<file path="config.mk">
export PLATFORM = sky130hd
export DESIGN_NAME = mer_emit
export DESIGN_NICKNAME = d
export VERILOG_FILES = /design/src/rtl/mer_pkg.sv /design/src/rtl/mer_emit.sv
export SDC_FILE = /design/constraint.sdc
export NUM_CORES = 1
export LEC_CHECK = 0
export BUFFER_PORTS_ARGS = -buffer_cell sky130_fd_sc_hd__buf_4
export CAP_MARGIN = 10
export CORE_MARGIN = 5
export CORE_UTILIZATION = 30
export DETAILED_ROUTE_END_ITERATION = 16
export MAX_ROUTING_LAYER = met4
export PLACE_DENSITY_LB_ADDON = 0.1
export SETUP_SLACK_MARGIN = 0.2
export SLEW_MARGIN = 0
export SYNTH_ARGS = -nofsm -noshare
export SYNTH_HDL_FRONTEND = slang
export SYNTH_SLANG_ARGS = --single-unit
</file>
<file path="constraint.sdc">
create_clock -name clk -period 5.7 [get_ports clk]
set_input_delay 0.57 -clock clk [delete_from_list [all_inputs] [get_ports clk]]
set_output_delay 0.57 -clock clk [all_outputs]
set_load 0.02 [all_outputs]
</file>
<file path="src/rtl/mer_pkg.sv">
// ----------------------------------------------------------------------------
// Midpoint ellipse rasterizer package
// Shared widths, command codes, pixel-set modes and the emitter control bundle.
// ----------------------------------------------------------------------------
package mer_pkg;

	// decision variable width (wraps modulo 2^DEC_W)
	localparam int DEC_W     = 56;
	localparam int PIX_W     = 14;
	localparam int COLOR_W   = 24;
	localparam int M_TDATA_W = ((2 * PIX_W + COLOR_W + 7) / 8) * 8;

	// input command codes
	localparam logic CMD_START = 1'b0;
	localparam logic CMD_STEP  = 1'b1;

	// pixel set kinds handed to the emitter
	typedef enum logic [1:0] {
		EM_VERT  = 2'd0,  // top and bottom pixels of a start
		EM_FOUR  = 2'd1,  // four mirror pixels of a step
		EM_HORIZ = 2'd2   // right and left pixels ending the ellipse
	} mode_t;

	typedef struct packed {
		logic  load;
		mode_t mode;
	} emit_ctl_t;

endpackage

</file>
<file path="src/rtl/mer_emit.sv">
// ----------------------------------------------------------------------------
// Pixel emitter
// Holds one pixel set and streams its two or four mirror pixels, one per
// output transaction.
// ----------------------------------------------------------------------------
module mer_emit #(
	parameter int COORD_BITS = 12,
	parameter int PT_W       = 12
) (
	input  logic                           clk,
	input  logic                           arst_n,
	input  mer_pkg::emit_ctl_t             ctl,
	input  logic [COORD_BITS-1:0]          cx,
	input  logic [COORD_BITS-1:0]          cy,
	input  logic [PT_W-1:0]                ox,
	input  logic [PT_W-1:0]                oy,
	input  logic [mer_pkg::COLOR_W-1:0]    color,
	output logic                           busy,
	output logic                           m_axis_tvalid,
	input  logic                           m_axis_tready,
	output logic [mer_pkg::M_TDATA_W-1:0]  m_axis_tdata,
	output logic                           m_axis_tlast,
	output logic                           m_axis_tuser
);
	import mer_pkg::*;

	localparam int SUM_W0 = (COORD_BITS > PT_W) ? COORD_BITS : PT_W;
	localparam int SUM_W  = (SUM_W0 > PIX_W) ? SUM_W0 : PIX_W;

	logic                  busy_q;
	logic [1:0]            idx_q;
	mode_t                 mode_q;
	logic [COORD_BITS-1:0] cx_q;
	logic [COORD_BITS-1:0] cy_q;
	logic [PT_W-1:0]       ox_q;
	logic [PT_W-1:0]       oy_q;

	logic [1:0]       last_idx;
	logic             is_last;
	logic             neg_x;
	logic             neg_y;
	logic [SUM_W-1:0] sum_x;
	logic [SUM_W-1:0] sum_y;

	// mirror selection for the current pixel
	always_comb begin
		last_idx = (mode_q == EM_FOUR) ? 2'd3 : 2'd1;
		is_last  = (idx_q == last_idx);
		unique case (mode_q)
			EM_FOUR: begin
				neg_x = idx_q[0];
				neg_y = idx_q[1];
			end
			EM_VERT: begin
				neg_x = 1'b0;
				neg_y = idx_q[0];
			end
			EM_HORIZ: begin
				neg_x = idx_q[0];
				neg_y = 1'b0;
			end
			default: begin
				neg_x = 1'b0;
				neg_y = 1'b0;
			end
		endcase
		sum_x = neg_x ? SUM_W'(cx_q) - SUM_W'(ox_q) : SUM_W'(cx_q) + SUM_W'(ox_q);
		sum_y = neg_y ? SUM_W'(cy_q) - SUM_W'(oy_q) : SUM_W'(cy_q) + SUM_W'(oy_q);
	end

	// set register and pixel counter
	always_ff @(posedge clk or negedge arst_n) begin
		if (!arst_n) begin
			busy_q <= 1'b0;
			idx_q  <= '0;
			mode_q <= EM_FOUR;
			cx_q   <= '0;
			cy_q   <= '0;
			ox_q   <= '0;
			oy_q   <= '0;
		end else if (ctl.load) begin
			busy_q <= 1'b1;
			idx_q  <= '0;
			mode_q <= ctl.mode;
			cx_q   <= cx;
			cy_q   <= cy;
			ox_q   <= ox;
			oy_q   <= oy;
		end else if (busy_q && m_axis_tready) begin
			if (is_last) begin
				busy_q <= 1'b0;
			end else begin
				idx_q <= idx_q + 2'd1;
			end
		end
	end

	assign busy          = busy_q;
	assign m_axis_tvalid = busy_q;
	assign m_axis_tdata  = M_TDATA_W'({color, sum_y[PIX_W-1:0], sum_x[PIX_W-1:0]});
	assign m_axis_tlast  = is_last;
	assign m_axis_tuser  = (mode_q == EM_HORIZ) && is_last;

endmodule

</file>
Yosys cells after proc, flatten, opt, wreduce, memory -nomap -nowiden:

Cells that the tools add are included.

* $add $sub $neg: 5
* eq/ne operators: 4
* mux-type cells: 11
* reduce and logical (&&, ||, !) cells: 8

Operator list (number)
* $mux W14: 2
* $add A12 B12 Y13: 2
* $sub A12 B12 Y13: 2
* $mux W2: 4
* $mux W1: 4
* $reduce_and A2 Y1: 2
* $reduce_bool A2 Y1: 2
* $add A2 B1 Y2 const B: 1
* $eq A2 B1 Y1 const B: 1
* $eq A2 B2 Y1: 1
* $eq A2 B2 Y1 const B: 1
* $logic_and A1 B1 Y1: 2
* $logic_not A2 Y1: 1
* $ne A2 B2 Y1 const B: 1
* $pmux W1 S2: 1
* $reduce_or A2 Y1: 1

* register bits: 53
* bits of input ports: 78
* output and inout port bits: 60
* word-level logic and storage cells: 35

Longest topological paths before layout:

* depth after elaboration: 6
* gate-level depth with buffers: 10

Worst setup path after synthesis:

No wires, ideal clock.

* path kind: reg2out
* start: register cx_q[4]
* end: output m_axis_tdata[11] (netlist bit)
* data arrival time: 2.158 ns
* slack: 2.972 ns
* cell stages (with the launch flop): 9
* buffers on the path: 1
* cell sequence: dfrtp_1 -> ha_1 -> buf_6 -> inv_4 -> a2111oi_4 -> a211oi_1 -> a2111oi_1 -> a311oi_1 -> xnor2_1

* longest elaborated chain between the ends: 2
* elaborated cells on any way between the ends: 3
* those cells by class: 2 x add/sub; 1 x mux

RTL lines
* start, declared: RTL line mer_emit.sv:33 `logic [COORD_BITS-1:0] cx_q;`
* start signal, assigned: RTL line mer_emit.sv:77 `cx_q <= '0;`
* start signal, assigned: RTL line mer_emit.sv:85 `cx_q <= cx;`
* $add A12 B12 Y13 or $sub A12 B12 Y13 (tied branches): RTL line mer_emit.sv:67 `sum_x = neg_x ? SUM_W'(cx_q) - SUM_W'(ox_q) : SUM_W'(cx_q) + SUM_W'(ox_q);`
* $mux W14 *: RTL line mer_emit.sv:67
* end, declared: RTL line mer_emit.sv:21 `output logic [mer_pkg::M_TDATA_W-1:0] m_axis_tdata,`

Every way passes the cells marked *; elsewhere a longest branch is shown, timed or not.

Worst setup path in the final report:

* start: register cy_q[0]
* end: output m_axis_tdata[24] (netlist bit)

* longest elaborated chain between the ends: 2
* elaborated cells on any way between the ends: 3
* those cells by class: 2 x add/sub; 1 x mux

RTL lines
* start, declared: RTL line mer_emit.sv:34 `logic [COORD_BITS-1:0] cy_q;`
* start signal, assigned: RTL line mer_emit.sv:86 `cy_q <= cy;`
* $add A12 B12 Y13 or $sub A12 B12 Y13 (tied branches): RTL line mer_emit.sv:68 `sum_y = neg_y ? SUM_W'(cy_q) - SUM_W'(oy_q) : SUM_W'(cy_q) + SUM_W'(oy_q);`
* $mux W14 *: RTL line mer_emit.sv:68

Marked as above.

==> run_results.csv <==
group,metric,value,unit
sta,setup_violations,0,
route,wl_per_cell,15.5,um
pwr,intPower,0.919,mW
clock_network,root_buffer,"clkbuf_16",
grt,grt_pass1_wl,19.3,mm
clock_network,post_cts.repair.setup_buffers,0,
sta,period_share,0.584,
sta,worst_slew_pin_slew,0.813,ns
sta,slew_headroom,0.458,
die,dieArea,0.0172,mm2
layout,finalInstanceArea,0.00516,mm2
logic_synthesis,ys_ff_latch,53,
sta,clock.fmax,0.301,GHz
critical_path,path_class,"reg -> out",
route,drc,0,
critical_path,cp_cell_sequence,"inv_1, ha_1, fa_1, nor2b_1, o31ai_1, a22o_1, o311ai_0, a21boi_1, xnor2_1, buf_4",
logic_synthesis,yosys_most_used_dff,"dfrtp_1",
critical_path,critPathMaxFanout,3,
pwr,p_leak,2.43,nW
route,viasPerCell,4.85,
clock_network,cts_resized,0,
sta,fin_ws,2.37,ns
route,drt-pass1-iter-count,4,
pwr,peakVddDrop,0.109,mV
sta,whs,0.329,ns
sta,min_period,3.33,ns
grt,first_global_vias,3850,
sta,final_hold_viol_count,0,
die,ioPinCount,138,
clock_network,clk_pin_slew,0.08,ns
sta,maxSlewViolCount,0,
die,start_util,0.304,
grt,antenna_found_initial,0,
critical_path,path_buf_inv,2,
logic_synthesis,synthesis.instances,497,
logic_synthesis,yosys.area.top_type,"dfrtp_1",
clock_network,htree_num_levels,2,
logic_synthesis,ys_top_cells_by_area,"dfrtp_1, ha_1, o21ai_0",
placement,post-place-ws,2.71,ns
pwr,pwr-share-clk,0.242,
pwr,seqPwrFrac,0.292,
placement,place_area,0.00499,mm2
placement,dp_cells,722,
die,core.rowCount,44,
critical_path,startpoint_type,"register",
critical_path,worstPathArrival,2.76,ns
run_status,status,"finished, final reports clean",
clock_network,clk_path_buf_depth,2,
sta,setup_tns,0,ns
layout,fillers,1510,
logic_synthesis,yosysSeqAreaShare,0.301,
sta,skew,0.00512,ns
critical_path,critPathMaxStageDelay,0.40,ns
critical_path,crit_slowest_cell,"fa_1",
logic_synthesis,synth_edf_count,0,
sta,rsz0062_at_grt,"false",
logic_synthesis,avgSynthCellArea,8.87,um2
logic_synthesis,ys_warn_count,0,
die,die_h,131,um
clock_network,cts_sinks,53,
route,num_vias,3538,
grt,grt_max_degree,82,
layout,instances_no_fill,730,
clock_network,cts_tree,"yes",
die,die_w,131,um
pwr,switching_share,0.390,
critical_path,critPathTopFamily,"compound AO/OA/AOI/OAI gates",
critical_path,worstPathRequired,5.13,ns
pwr,p_sw,0.587,mW
clock_network,cts_buffers,5,
placement,hpwlAfterDp,8.63,mm
layout,antenna_cells,0,
layout,areaGrowthSynthToFinish,17.0,%
logic_synthesis,synth_top_cell_area_share,0.295,
clock_network,hold_buffers,0,
placement,portBuffers,85,
route,drt_wl_total,11.3,mm
die,core_area,0.0145,mm2
logic_synthesis,async_reset_ff_frac,1.00,
route,drtIter0Drc,230,
clock_network,clkLatencyLatePin,0.30,ns
hold_path,min_path_type,"in -> async",
pwr,power.share.combinational,0.465,
placement,gp_congestion,0.863,
critical_path,end_kind,"output pin",
route,antenna_left,0,
logic_synthesis,synth_area,0.00441,mm2
grt,gr-total-overflow,0,
layout,fin_nets,679,
grt,grt_usage,0.138,
logic_synthesis,synthDistinctLibCells,61,
layout,drive_above_1_share,0.231,
pwr,power_density,292,mW/mm2
flow_run,max_cap_viol_count,0,
layout make-up:
cell class | instances | area [um2] | share of cell area
Clock buffer | 5 | 125 | 0.0243
Clock inverter | 3 | 46.3 | 0.00897
Inverter | 47 | 179 | 0.0347
Multi-Input combinational cell | 352 | 2610 | 0.505
Sequential cell | 53 | 1330 | 0.257
Tap cell | 184 | 230 | 0.0446
Timing Repair Buffer | 86 | 646 | 0.125
power by group through the flow:
stage | clock network [mW] | logic, mW | registers [mW]
floorplan | 0 | 0.490 | 0.441
global placement | 0 | 0.709 | 0.446
detailed placement | 0 | 0.706 | 0.448
CTS | 0.387 | 0.711 | 0.441
global route | 0.393 | 0.779 | 0.446
finish | 0.365 | 0.701 | 0.440
registers in the layout, indices dropped and copies added (netlist names):
register  flops
cx_q         12
mode_q        2
oy_q         12
idx_q         2
cy_q         12
ox_q         12
busy          1
Yosys cell counts (2+ instances only):
library cell and n:
nand2_1 39, dfrtp_1 52, o21ai_0 57, and2b_1 3, o21a_1 5, xnor2_1 15, a21o_1 5, nand3_1 6
o31ai_1 7, nor3_1 7, mux2i_1 2, o22ai_1 2, nor4_1 2, fa_1 4, a2111oi_0 2, ha_1 52
nand2b_1 6, a221oi_1 2, a21oi_1 30, nor2b_1 12, nor2_1 18, buf_2 3, o41ai_1 2, clkbuf_1 13
o211ai_1 4, nand4_1 3, a211oi_1 4, inv_1 46, o221ai_1 2, a311oi_1 2, xor2_1 6, a221o_1 2
or3_1 3, buf_4 31, mux2_2 22
placed cells by master, fill, tap and decap left out, types with 3 or more instances in the layout:
master / instances
a21o_1: 5
ha_1: 52
clkbuf_16: 5
and2b_1: 3
xor2_1: 6
dfrtp_1: 52
a211oi_1: 4
or3_1: 3
o31ai_1: 7
xnor2_1: 15
nor2b_1: 12
o211ai_1: 4
nand2b_1: 6
nor3_1: 7
nor2_1: 18
inv_1: 46
a21oi_1: 30
buf_4: 86
mux2_2: 22
conb_1: 4
fa_1: 4
o21ai_0: 57
nand2_1: 39
nand4_1: 3
nand3_1: 6
o21a_1: 5
per-stage QoR:
stage	power (mW)	util
floorplan	0.931	-
global placement	1.15	0.344
detailed placement	1.15	0.344
CTS	1.54	0.356
global route	1.62	0.356
finish	1.51	0.356
cells by family (layout without fill, tap and decap cells):
| family | after synthesis | after routing | synth area share |
|---|---|---|---|
| compound gates | 141 | 141 | 0.203 |
| xor+xnor | 21 | 21 | 0.0417 |
| fa+ha+maj | 56 | 56 | 0.166 |
| buf+inv | 95 | 141 | 0.110 |
| flops | 53 | 53 | 0.301 |
| mux | 24 | 24 | 0.0607 |
| other cells | 1 | 4 | 0.000851 |
| simple gates | 106 | 106 | 0.116 |
worst paths after layout:
check,to,from,slack [ns],cells past startpoint
worst max-delay path,m_axis_tdata[24],cy_q[0],2.37,10
worst min-delay path,cy_q[3],arst_n,0.33,1
worst max register to register,busy,mode_q[0],4.15,5
worst min register to register,idx_q[1],idx_q[1],0.55,2
max in group asynchronous,oy_q[5],arst_n,4.90,1
min in group clk,ox_q[4],ox[4],0.47,3
layer usage:
metal,track usage,part of all wire,wire (um),up-vias
met5,-,0,0,-
met4,0.0531,0.021,241,0
met3,0.0245,0.038,434,22
met2,0.220,0.48,5380,77
met1,0.174,0.46,5230,1654
li1,-,-,-,1785
No activity file was read; power rests on OpenSTA's default activity.
